--- src/sv/srv_pkg.sv ---
`timescale 1ns / 1ps
`default_nettype none
// ============================================================================
// srv_pkg: shared types and constants of the sparse row variance block
// Field widths, opcodes, the row memory word and the divider sizes.
// ============================================================================
package srv_pkg;

    localparam int OPCODE_W = 2;
    localparam int ROW_W    = 10;
    localparam int VALUE_W  = 32;
    localparam int COLS_W   = 24;
    localparam int SUM_W    = 64;
    localparam int VAR_W    = 48;

    // Opcodes of a request.
    localparam logic [OPCODE_W-1:0] OP_SET_MEAN = 2'd0;
    localparam logic [OPCODE_W-1:0] OP_ACCUM    = 2'd1;
    localparam logic [OPCODE_W-1:0] OP_READ     = 2'd2;

    // Readout numerator: rest * mean^2 + sum stays below 2^87.
    localparam int PROD_W = COLS_W + VALUE_W;   // 24 x 32 partial products
    localparam int NUM_W  = PROD_W + VALUE_W;   // 88 bits

    // Serial divider: high part below the divisor, then 48 bits shifted in.
    localparam int DIV_W  = COLS_W;
    localparam int QUO_W  = VAR_W;
    localparam int CNT_W  = $clog2(QUO_W);

    // One row of state as it sits in the row memory.
    typedef struct packed {
        logic [VALUE_W-1:0] mean;
        logic [SUM_W-1:0]   sum;
        logic [COLS_W-1:0]  count;
        logic               flag;
    } t_row_word;

endpackage : srv_pkg
`default_nettype wire

--- src/sv/srv_div.sv ---
`timescale 1ns / 1ps
`default_nettype none
// ============================================================================
// srv_div: restoring radix-2 divider
// Divides {i_high, i_low} by i_divisor with i_high below i_divisor, one
// quotient bit per cycle, and pulses o_done with the quotient.
// ============================================================================
module srv_div (
    input  wire logic                       i_clk,
    input  wire logic                       i_rst_n,
    input  wire logic                       i_start,
    input  wire logic [srv_pkg::DIV_W-1:0]  i_high,
    input  wire logic [srv_pkg::QUO_W-1:0]  i_low,
    input  wire logic [srv_pkg::DIV_W-1:0]  i_divisor,
    output logic                            o_done,
    output logic      [srv_pkg::QUO_W-1:0]  o_quotient
);
    import srv_pkg::*;

    logic             r_active;
    logic             r_done;
    logic [CNT_W-1:0] r_cnt;
    logic [DIV_W-1:0] r_rem;
    logic [DIV_W-1:0] r_divisor;
    logic [QUO_W-1:0] r_shift;

    logic [DIV_W:0]   w_trial;
    logic             w_fit;
    logic [DIV_W-1:0] n_rem;

    // The dividend bits leave the top of r_shift while quotient bits enter below.
    always_comb begin
        w_trial = {r_rem, r_shift[QUO_W-1]};
        w_fit   = (w_trial >= {1'b0, r_divisor});
        n_rem   = w_fit ? DIV_W'(w_trial - {1'b0, r_divisor}) : w_trial[DIV_W-1:0];
    end

    always_ff @(posedge i_clk) begin
        if (!i_rst_n) begin
            r_active <= 1'b0;
            r_done   <= 1'b0;
            r_cnt    <= '0;
        end else begin
            // The last quotient bit is taken in the step where the count is zero.
            r_done <= r_active && !i_start && (r_cnt == '0);
            if (i_start) begin
                r_active <= 1'b1;
                r_cnt    <= CNT_W'(QUO_W - 1);
            end else if (r_active) begin
                r_cnt <= r_cnt - CNT_W'(1);
                if (r_cnt == '0) begin
                    r_active <= 1'b0;
                end
            end
        end
    end

    always_ff @(posedge i_clk) begin
        if (i_start) begin
            r_rem     <= i_high;
            r_shift   <= i_low;
            r_divisor <= i_divisor;
        end else if (r_active) begin
            r_rem   <= n_rem;
            r_shift <= {r_shift[QUO_W-2:0], w_fit};
        end
    end

    assign o_done     = r_done;
    assign o_quotient = r_shift;

`ifndef SYNTHESIS
    a_rem_below_divisor: assert property (@(posedge i_clk) disable iff (!i_rst_n)
        r_active |-> (r_rem < r_divisor))
        else $error("divider remainder reached the divisor");

    a_done_after_step: assert property (@(posedge i_clk) disable iff (!i_rst_n)
        o_done |-> $past(r_active))
        else $error("divider done without a running division");

    a_no_restart: assert property (@(posedge i_clk) disable iff (!i_rst_n)
        r_active |-> !i_start)
        else $error("divider restarted while busy");
`endif
endmodule : srv_div
`default_nettype wire

--- config.mk ---
export PLATFORM = sky130hd
export DESIGN_NAME = srv_div
export DESIGN_NICKNAME = d
export VERILOG_FILES = /design/src/sv/srv_pkg.sv /design/src/sv/srv_div.sv
export SDC_FILE = /design/constraint.sdc
export NUM_CORES = 1
export LEC_CHECK = 0
export BUFFER_PORTS_ARGS = -buffer_cell sky130_fd_sc_hd__buf_2
export CORE_UTILIZATION = 52
export DETAILED_ROUTE_END_ITERATION = 16
export GPL_TIMING_DRIVEN = 1
export HOLD_SLACK_MARGIN = 0.15
export PLACE_DENSITY_LB_ADDON = 0.3
export SYNTH_ARGS = -nofsm -noshare
export SYNTH_HDL_FRONTEND = slang
export SYNTH_SLANG_ARGS = --single-unit
--- constraint.sdc ---
create_clock -name i_clk -period 4.2 [get_ports i_clk]
set_input_delay 0.42 -clock i_clk [delete_from_list [all_inputs] [get_ports i_clk]]
set_output_delay 0.42 -clock i_clk [all_outputs]
set_load 0.02 [all_outputs]
# Word level (Yosys, flattened, before mapping)
# Index checks and enable logic that the tools add are counted.
# Widths: inputs -> output; s select.
# op_classes
addsub	2
muxes	10
bitwise_logic	1
reduce_logical	6
order_cmp	1
# op_table
cell	n
$mux 48	2
$mux 24	3
$ge 25x24->1	1
$sub 24x24->24	1
$mux 6	2
$logic_not 6->1	1
$sub 6x1->6 const B	1
$mux 1	3
$logic_and 1x1->1	2
$reduce_bool 2->1	1
$reduce_or 2->1	1
$logic_not 1->1	1
$not 1->1	1
# totals
input_bits	99
ff_bits	104
out_inout_bits	49
wordCells	27

# Depth between registers and ports, before layout
# Gate-level depths: netlist (run 1).
# depth
ltp_word	4
depth_mapped	13
depth_no_buf	11

# Worst setup path before layout (run 1)
# Ideal clock, no wire load.
# synth_timing
kind	register to register
start	register r_shift[47], in the netlist o_quotient[47]
end	register r_rem[10] (data pin)
setup_time_ns	0.260
path_stages_with_launch	12
n_path_buf	0
slack_ns	1.371
period_less_slack_ns	2.829
required_time_ns	3.940
t_arrival_ns	2.569
path_cell_list	edfxtp_1 -> inv_1 -> ha_1 -> inv_1 -> fa_1 -> a211oi_1 -> o211ai_1 -> a31o_1 -> a21oi_1 -> xnor2_1 -> mux2_1 -> mux2_2
# synth_between
elab_chain_len	4
word_cells_on_any_way	5
classes_between	add/sub: 1; order compare: 1; mux: 3
# synth_rtl
item	line	source
start, declared	srv_div.sv:25	logic [QUO_W-1:0] r_shift;
start signal, assigned	srv_div.sv:61	r_shift <= i_low;
start signal, assigned	srv_div.sv:65	r_shift <= {r_shift[QUO_W-2:0], w_fit};
$sub 24x24->24 / $ge 25x24->1 (equally long branches)	srv_div.sv:35, srv_div.sv:34	
$mux 24 *	srv_div.sv:35	n_rem = w_fit ? DIV_W'(w_trial - {1'b0, r_divisor}) : w_trial[DIV_W-1:0];
$mux 24 *	srv_div.sv:63	end else if (r_active) begin
$mux 24 *	srv_div.sv:59	if (i_start) begin
end signal, assigned	srv_div.sv:60	r_rem <= i_high;
end signal, assigned	srv_div.sv:64	r_rem <= n_rem;
end, declared	srv_div.sv:23	logic [DIV_W-1:0] r_rem;
# Mark *: on every way between the ends. The rest lies on a longest branch, timed or not. The select of a mux whose other input is x is not followed.
# A chain may end at the register's enable or synchronous reset.

# Worst setup path after layout (run 1)
# layout_timing
start	register r_rem[16]
end	register r_rem[7] (data pin)
# layout_between
elab_chain_len	4
# layout_rtl
item	line	source
$ge 25x24->1	srv_div.sv:34	w_fit = (w_trial >= {1'b0, r_divisor});
$mux 24	srv_div.sv:35	
$mux 24	srv_div.sv:63	
$mux 24	srv_div.sv:59	
# No other way between the ends. The select of a mux whose other input is x is not followed.

==> flow_summary.yaml, run 1 <==
worst_setup_path:
  endpoint_kind: "register"
  crit_fanout: 19
  arrival_ns: 3.40
  path_class: "reg -> reg"
  worstPathRequired_ns: 4.29
  cp-start-kind: "register"
yosys:
  seq_area_frac_synth_pct: 51.51
  ys_async_sr_fraction_pct: 0
  synth_top_area_share_pct: 48.80
  synth.cell_area_sq_um: 5907
  synthTopCellsByArea: "edfxtp_1 (49%), mux2_2 (9.5%), ha_1 (5.5%)"
  synth-edff-count: 96
  synth_ff_type: "edfxtp_1"
  yosys_warnings: 0
  syn-num-nets: 622
  yosys.area.top_type: "edfxtp_1"
  avgSynthCellArea_sq_um: 11.91
  yosysUniqueCellTypes: 69
  syn-instance-count: 496
  ys_ff_latch: 104
sta:
  fin_crit_sh_pct: 78.97
  hold_viol: 0
  drv_slew: 0
  fin_tns_setup_ns: 0
  rsz0062_at_grt: "no"
  skew_ns: 0.008242
  max_freq_mhz: 301.5
  fin_ws_ns: 0.8831
  fin_crit_ns: 3.317
  tightest_slew_ns: 0.8072
  maxSlewHeadroom_pct: 46.19
  whs_ns: 0.2426
  setup_viol: 0
power:
  ir_drop_mv: 0.3691
  netSwitchingPower_mw: 1.217
  p_seq_share_pct: 40.0
  comb_power_share_pct: 37.3
  leakagePower_nw: 2.940
  clockPowerShare_pct: 22.8
  switching_share_pct: 34.75
  power_per_cell_area_nw_per_um2: 500.0
  p_int_mw: 2.285
detailed_routing:
  routed_wl_microns: 13100
  first_pass_iters: 5
  vias: 4439
  drcViolationCount: 0
  drtAntennaViolNets: 0
  via_per_inst: 5.706
  drt_iter0_drc: 237
  wl_per_cell_microns: 16.83
final_layout:
  area_growth_pct: 18.58
  nFillCells: 904
  drive_gt1_share_pct: 35.01
  finalNetCount: 758
global_routing:
  overflow: 0
  grt_antenna_before_repair: 1
  track_usage_pct: 22.71
  grt_start_max_net_pins: 53
  grt_first_pass_wirelength_microns: 20600
  grt_pass1_vias: 4401
die:
  start_util_pct: 54.02
  core.rowCount: 38
  core-area_sq_um: 10940
  die-area_sq_um: 11790
  fp.dieW_microns: 108.6
  ios: 148
  die_h_microns: 108.6
cts:
  ctsResizeCount: 0
  htreeDepth: 3
  cts_tree: "yes"
  path_clk_slew_ns: 0.07
  cts_hold_buf: 0
  cts.sinks: 104
  clkLatencyLatePin_ns: 0.35
  cts_buffers: 9
  cts-root-buf: "clkbuf_16"
  postCtsSetupBuffers: 0
  clock_path_buffers: 2
place:
  place.gp.congestion: 0.9223
  place_ws_ns: 0.8922
  port_buffers: 147
  dp.final_hpwl_microns: 9547
outcome:
  run_status: "complete, no violations"
run:
  drv_cap: 0
worst_hold_path:
  hp-class: "in -> reg"
-- through the flow --
| stage | std cells | utilization [%] | power (mW) | instance area [sq um] |
|---|---|---|---|---|
| after global placement | 761 | 61.54 | 2.678 | 6730 |
| after global routing | 777 | 64.03 | 3.701 | 7002 |
| after CTS | 777 | 64.03 | 3.512 | 7002 |
| after floorplan | 496 | - | 2.411 | 5907 |
| after detailed placement | 761 | 61.54 | 2.708 | 6730 |
| final | 778 | 64.05 | 3.502 | 7004 |
-- layer usage --
layer	track usage (%)	up-vias	routed length, microns
met5	0	-	0
met1	27.58	2091	5675
met2	38.25	166	6165
li1	-	2166	-
met4	6.564	0	212
met3	7.595	16	1041
-- cells in the final DEF (no fill, tap or decap), types with 3 or more instances in the layout --
master | synthesis | layout
nand4_1 | 6 | 6
and3_1 | 4 | 4
o311ai_1 | 5 | 5
o211ai_1 | 4 | 4
a221o_1 | 10 | 10
and3b_1 | 5 | 5
clkbuf_16 | 0 | 9
nor2b_1 | 9 | 9
a211oi_1 | 8 | 8
dfxtp_1 | 8 | 8
inv_1 | 30 | 30
mux2i_1 | 6 | 6
edfxtp_1 | 96 | 96
xnor2_1 | 11 | 11
nand3b_1 | 5 | 5
and2_1 | 3 | 3
ha_1 | 26 | 26
o21a_1 | 13 | 13
a21oi_1 | 25 | 25
xor2_1 | 10 | 10
a21o_1 | 5 | 5
nand3_1 | 5 | 5
buf_2 | 7 | 146
or3_1 | 3 | 3
mux2_2 | 50 | 50
buf_4 | 3 | 4
o21ai_1 | 5 | 5
nor2_1 | 21 | 21
nor3_1 | 9 | 9
and4_1 | 3 | 3
nand2_1 | 28 | 28
o21ai_0 | 11 | 11
-- final cells by class --
cell class	count	area, sq um	area share [%]
sequential	104	3043	43.44
antenna	1	2.502	0.03573
clock inverter	6	42.54	0.6074
clock buffer	10	229.0	3.269
inverter	30	112.6	1.608
timing repair buffer	151	780.7	11.15
multi-input combinational	336	2619	37.39
tap	140	175.2	2.501
-- registers in the layout (all words and copies together), names as in the netlist --
name	count
o_quotient	48
r_divisor	24
r_rem	24
r_cnt	6
o_done	1
r_active	1
-- path summary, 6_finish.rpt --
check | from | endpoint | slack [ns] | depth (start not counted)
worst max-delay path | r_rem[16]$_DFFE_PP_ | r_rem[7]$_DFFE_PP_ | 0.88 | 9
worst min-delay path | i_divisor[16] | r_divisor[16]$_DFFE_PP_ | 0.24 | 1
worst max register to register | r_rem[16]$_DFFE_PP_ | r_rem[7]$_DFFE_PP_ | 0.88 | 9
worst min register to register | r_active$_SDFF_PN0_ | o_done$_SDFF_PN0_ | 0.58 | 2
-- Yosys cell counts (3+ instances only) --
cell type,n
xor2_1,10
ha_1,26
dfxtp_1,8
nor2b_1,9
o21a_1,13
and3_1,4
xnor2_1,11
and2_1,3
nand3_1,5
nor2_1,21
o211ai_1,4
o21ai_1,5
a21oi_1,25
or3_1,3
buf_4,3
a211oi_1,8
inv_1,30
a21o_1,5
edfxtp_1,96
mux2_2,50
and4_1,3
a221o_1,10
mux2i_1,6
and3b_1,5
nand2_1,28
nand4_1,6
o21ai_0,11
buf_2,7
o311ai_1,5
nor3_1,9
clkbuf_1,12
nand3b_1,5
-- power groups by stage --
stage / Combinational [mW] / Sequential [mW] / Clock [mW]
global route: 1.44 / 1.42 / 0.842
finish: 1.31 / 1.40 / 0.797
floorplan: 0.947 / 1.46 / 0
detailed placement: 1.29 / 1.42 / 0
global placement: 1.27 / 1.41 / 0
CTS: 1.30 / 1.40 / 0.813
-- logic make-up (layout without fill, tap and decap cells) --
kind of cell / after synthesis / in the layout / synth area share [%]
flops: 104 / 104 / 51.51
fa+ha+maj: 27 / 27 / 5.846
compound gates: 111 / 111 / 13.34
mux: 58 / 58 / 10.93
other cells: 0 / 1 / 0
xor+xnor: 21 / 21 / 3.114
simple gates: 119 / 119 / 11.10
buf+inv: 56 / 197 / 4.152
-- worst max-delay path, stage by stage (launching register included) --
cell and delay (ns):
edfxtp_1 0.41, ha_1 0.46, and4_1 0.28, and3_1 0.20, a211oi_1 0.20, o21a_1 0.16
and3_1 0.69, buf_4 0.36, mux2i_1 0.21, o21ai_1 0.07
No activity file was read; power rests on OpenSTA's default activity.
==> run 2: changes to the inputs <==
- ABC_AREA: unset -> 1
- CORE_UTILIZATION: 52 -> 50
- clock period: 4.2 -> 2.91 ns (I/O delays scaled with it)
==> flow_summary.yaml, run 2 <==
run:
  drv_cap: 0
power:
  p_total_mw: 5.265
  power_per_cell_area_nw_per_um2: 653.3
  leakagePower_nw: 4.220
  ir_drop_mv: 0.3809
global_routing:
  track_usage_pct: 24.10
  overflow: 0
  grt_start_max_net_pins: 74
  grt_antenna_before_repair: 0
  grt_pass1_vias: 5631
  grt_first_pass_wirelength_microns: 26610
cts:
  cts_tree: "yes"
  cts_buffers: 9
  postCtsSetupBuffers: 0
  path_clk_slew_ns: 0.07
  clock_path_buffers: 2
  clkLatencyLatePin_ns: 0.36
  cts-root-buf: "clkbuf_16"
  htreeDepth: 3
  cts.sinks: 104
detailed_routing:
  first_pass_iters: 5
  wl_per_cell_microns: 13.26
  routed_wl_microns: 15690
  via_per_inst: 4.864
  drcViolationCount: 0
  drtAntennaViolNets: 0
  vias: 5754
  drt_iter0_drc: 306
final_layout:
  layout_common_cells: "nand2_1 (356), buf_2 (146), inv_1 (127)"
  drive_gt1_share_pct: 24.43
  area_growth_pct: 20.84
  finalNetCount: 1132
  diodes: 0
  largest_reg_flops: 48
  layout_commonest_cell: "nand2_1"
sta:
  setup_viol: 0
  fin_crit_sh_pct: 82.20
  fin_crit_ns: 2.392
  drv_slew: 0
  maxSlewHeadroom_pct: 65.26
  fin_tns_setup_ns: 0
  rsz0062_at_grt: "no"
  max_freq_mhz: 418.0
  tightest_slew_ns: 0.5192
  skew_ns: 0.01303
  hold_viol: 0
worst_hold_path:
  hp-class: "in -> reg"
  min_path_cells: 3
worst_setup_path:
  r2r_cells: 12
  arrival_ns: 2.50
  worstPathRequired_ns: 3.02
  endpoint_kind: "register"
  worstReg2RegStart: "r_rem[18]$_DFFE_PP_"
  reg2reg_to: "r_rem[16]$_DFFE_PP_"
  r2r_setup_slack_ns: 0.52
  crit_fanout: 11
  path_class: "reg -> reg"
  endpoint: "r_rem[16]$_DFFE_PP_"
  cp-start-kind: "register"
  crit_path_start: "r_rem[18]$_DFFE_PP_"
yosys:
  synth.cell_area_sq_um: 6669
  synth_common_cells: "nand2_1 (356), inv_1 (129), edfxtp_1 (96)"
  ys_ff_latch: 104
  yosysUniqueCellTypes: 37
  synth_ff_type: "edfxtp_1"
  synthTopCellsByArea: "edfxtp_1 (43%), nand2_1 (20%), inv_1 (7.3%)"
  yosysMostFrequentCell: "nand2_1"
  ys_async_sr_fraction_pct: 0
  synth_top_area_share_pct: 43.23
  syn-instance-count: 839
  syn-num-nets: 965
  yosys_warnings: 0
  yosys.area.top_type: "edfxtp_1"
  synth-edff-count: 96
  seq_area_frac_synth_pct: 45.63
  avgSynthCellArea_sq_um: 7.949
die:
  start_util_pct: 52.00
  die-area_sq_um: 13800
  core-area_sq_um: 12820
  fp.dieW_microns: 117.5
  ios: 148
  core.rowCount: 41
  die_h_microns: 117.5
place:
  dp.final_hpwl_microns: 11540
  port_buffers: 147
  place.gp.congestion: 0.9248
outcome:
  run_status: "complete, no violations"
[run 2: cell count changes in the layout (fill, tap and decap cells not counted), sizes merged, moves of 9 or more]
| cell | change |
|---|---|
| nor2b | -9 |
| mux2 | -52 |
| o21a | -13 |
| nand4 | +21 |
| nand3 | +36 |
| a221o | -10 |
| nand2 | +365 |
| dlygate4sd3 | +24 |
| a21oi | -9 |
| o21ai | -13 |
| inv | +105 |
| xor2 | -9 |
| nor2 | +13 |
[run 2: worst min path at each step]
stage	startpoint	to	slack [ns]
after detailed placement	i_divisor[1]	r_divisor[1]$_DFFE_PP_	0.47
after CTS	i_high[22]	r_rem[22]$_DFFE_PP_	0.18
final	i_high[22]	r_rem[22]$_DFFE_PP_	0.19
after global routing	i_low[18]	o_quotient[18]$_DFFE_PP_	0.19
after global placement	i_divisor[23]	r_divisor[23]$_DFFE_PP_	0.47
after floorplan	i_divisor[0]	r_divisor[0]$_DFFE_PP_	0.39
[run 2: routing by layer]
layer	global-route usage [%]	share of wire (%)
met1	31.80	46
met2	39.31	46
met3	6.831	6.7
met4	5.449	1.1
met5	0	0
[run 2: cell families after synthesis]
kind of cell | Yosys count | synth area share, %
and+or+nand+nor | 515 | 35.25
adders and majority gates | 27 | 5.178
AOI/OAI and AO/OA | 24 | 2.139
DFF | 104 | 45.63
xor gates and xnor gates | 11 | 1.445
buffers and inverters | 158 | 10.36
[run 2: final cells by class]
| type | instances | area, sq um |
|---|---|---|
| clock inverters | 5 | 46.29 |
| flip-flops and latches | 104 | 3043 |
| inverters | 134 | 503.0 |
| clock buffers | 11 | 232.7 |
| well taps | 172 | 215.2 |
| fillers | 1209 | 4766 |
| repair buffers | 180 | 1084 |
| multi-input cells | 577 | 2935 |
[run 2: timing repair]
action,4_1_cts,5_1_grt
gates resized for setup,0,0
endpoints found under the hold margin,24,0
hold buffers,24,0
[run 2: per-stage QoR]
stage          worst slack [ns]  area [sq um]  cells  hold WS [ns]  utilization [%]
2_1_floorplan            0.5899          6669    839        0.3899                -
3_3_place_gp             0.5796          7540   1143        0.4682            58.79
3_5_place_dp             0.5336          7540   1143        0.4692            58.79
4_1_cts                  0.5082          8059   1183        0.1829            62.84
5_1_grt                  0.3595          8059   1183        0.1881            62.84
6_report                 0.5179          8059   1183        0.1924            62.84
[run 2: critical path, stage by stage, from the launching register on]
cell,delay [ns]
edfxtp_1,0.43
ha_1,0.41
nand2_2,0.13
inv_1,0.05
nand2_1,0.07
nand2_1,0.07
nand2_1,0.08
nand2_2,0.06
a21oi_4,0.31
buf_4,0.26
nand4_1,0.11
nand3_2,0.09
nand2_1,0.06
[run 2: report_power, final]
part / internal [mW] / leakage, nW / switching [mW]
combinational: 0.770 / 3.05 / 1.32
clock: 0.599 / 0.137 / 0.576
sequential: 1.89 / 1.04 / 0.109
==> run 3: changes to the inputs <==
- clock period: 2.91 -> 2.2 ns (I/O delays scaled with it)
==> flow_summary.yaml, run 3 (same netlist as run 2, synthesis figures left out) <==
outcome:
  run_status: "complete, but fails checks"
  violations: "negative setup slack"
global_routing:
  gr-usage-met3_pct: 6.783
  overflow: 0
  met1_usage_pct: 34.10
  grt_start_max_net_pins: 73
  top_usage_layer: "met2"
  track_usage_pct: 27.76
  grt_first_pass_wirelength_microns: 30580
  grt_antenna_before_repair: 0
  grt_pass1_vias: 6375
  met2_usage_pct: 48.30
cts:
  cts.sinks: 104
  htreeDepth: 3
  path_clk_slew_ns: 0.08
  cts_buffers: 9
  cts-root-buf: "clkbuf_16"
  clkLatencyLatePin_ns: 0.36
  clock_path_buffers: 2
  cts_tree: "yes"
detailed_routing:
  drtAntennaViolNets: 0
  first_pass_iters: 5
  vias: 6545
  drcViolationCount: 0
  drt_iter0_drc: 358
  wl_per_cell_microns: 15.28
  routed_wl_microns: 19840
  via_per_inst: 5.042
place:
  place_ws_ns: -0.09610
  dp.final_hpwl_microns: 12020
  place.gp.congestion: 0.9165
  port_buffers: 147
final_layout:
  diodes: 0
  layout_commonest_cell: "nand2_1"
  largest_reg_flops: 48
  area_growth_pct: 44.77
  layout_common_cells: "nand2_1 (337), buf_2 (146), inv_1 (118)"
  finalNetCount: 1247
  drive_gt1_share_pct: 31.79
die:
  die_h_microns: 117.5
  start_util_pct: 52.00
  die-area_sq_um: 13800
  fp.dieW_microns: 117.5
  core.rowCount: 41
  core-area_sq_um: 12820
  ios: 148
worst_setup_path:
  critical-path-max-stage-delay_ns: 0.45
  cp_slowest_cell: "edfxtp_1"
  worstPathRequired_ns: 2.31
  cp-start-kind: "register"
  endpoint_kind: "register"
  path_class: "reg -> reg"
  crit_fanout: 8
  arrival_ns: 2.32
  crit_chain: "ha_4 > nand2_2 > inv_2 > a21oi_4 > nand2_2 > a21oi_4 > buf_4 > buf_6 > nand4_1 > nand3_2 > nand2_1"
power:
  ir_drop_mv: 0.5911
  switching_share_pct: 37.30
  netSwitchingPower_mw: 3.091
  power_per_cell_area_nw_per_um2: 858.4
  p_int_mw: 5.196
  comb_power_share_pct: 45.5
  clockPowerShare_pct: 21.9
  leakagePower_nw: 4.832
  p_seq_share_pct: 32.6
sta:
  skew_ns: 0.01145
  tightest_slew_ns: 0.7159
  maxSlewHeadroom_pct: 52.28
  drv_slew: 0
  fin_ws_ns: -0.009179
  fin_crit_ns: 2.209
  max_freq_mhz: 452.7
  fin_crit_sh_pct: 100.4
  setup_viol: 1
  whs_ns: 0.1496
  hold_viol: 0
worst_hold_path:
  hp-class: "in -> reg"
run:
  drv_cap: 0
run 3: changes by cell type in the layout (fill, tap and decap cells not counted), moves of 5 or more:
| cell | change |
|---|---|
| nand2_2 | +14 |
| nand2_4 | +5 |
| nand2_1 | -19 |
| dlygate4sd3_1 | +68 |
| nor2_4 | +5 |
| inv_2 | +8 |
| inv_1 | -9 |
| ha_1 | -23 |
| ha_4 | +23 |
| buf_4 | +42 |
run 3: final timing paths:
path	cells after the start	slack (ns)	to	from
worst min register to register	2	0.53	r_cnt[4]$_SDFFE_PP0P_	r_cnt[4]$_SDFFE_PP0P_
worst min-delay path	3	0.15	r_rem[23]$_DFFE_PP_	i_high[23]
worst max-delay path	11	-0.009	r_rem[10]$_DFFE_PP_	r_rem[15]$_DFFE_PP_
worst max register to register	11	-0.009	r_rem[10]$_DFFE_PP_	r_rem[15]$_DFFE_PP_
run 3: layout make-up:
type | count | area, sq um
clock buffers | 10 | 229.0
fillers | 888 | 3171
flip-flops and latches | 104 | 3043
clock inverters | 6 | 96.34
multi-input cells | 577 | 3383
well taps | 172 | 215.2
repair buffers | 295 | 2181
inverters | 134 | 506.7
run 3: repair_timing:
item / CTS / global route
setup endpoints to repair: 3 / 25
gates resized for setup: 2 / 79
hold buffers: 92 / 0
gates cloned: 0 / 2
pin swaps: 1 / 22
buffers inserted: 2 / 18
endpoints found under the hold margin: 95 / 0
run 3: through the flow:
step	std cells	total power [mW]	util [%]	cell area [sq um]	setup TNS [ns]
after floorplan	839	4.794	-	6673	0
after global placement	1168	5.606	60.48	7756	-0.09168
after detailed placement	1168	5.645	60.48	7756	-0.1761
after CTS	1278	7.588	70.37	9025	0
after global routing	1298	8.771	75.28	9654	-0.4517
final	1298	8.287	75.28	9654	-0.009179
run 3: power by group through the flow:
stage	registers [mW]	clock network [mW]	logic [mW]
global route	2.73	1.91	4.13
floorplan	2.78	0	2.02
global placement	2.67	0	2.93
CTS	2.64	1.82	3.13
finish	2.71	1.81	3.77
detailed placement	2.67	0	2.97
run 3: metal layers:
metal / wire length (microns) / vias up
li1: - / 3202
met2: 9817 / 278
met5: 0 / -
met1: 8128 / 3025
met4: 420 / 0
met3: 1470 / 40
run 3: worst max-delay path, delay by kind of cell (launching register included):
kind                       cells  cell delay, ns
and+or+nand+nor                5            0.51
DFF                            1            0.45
AOI/OAI and AO/OA              2            0.37
adders and majority gates      1            0.29
buffers and inverters          3            0.34
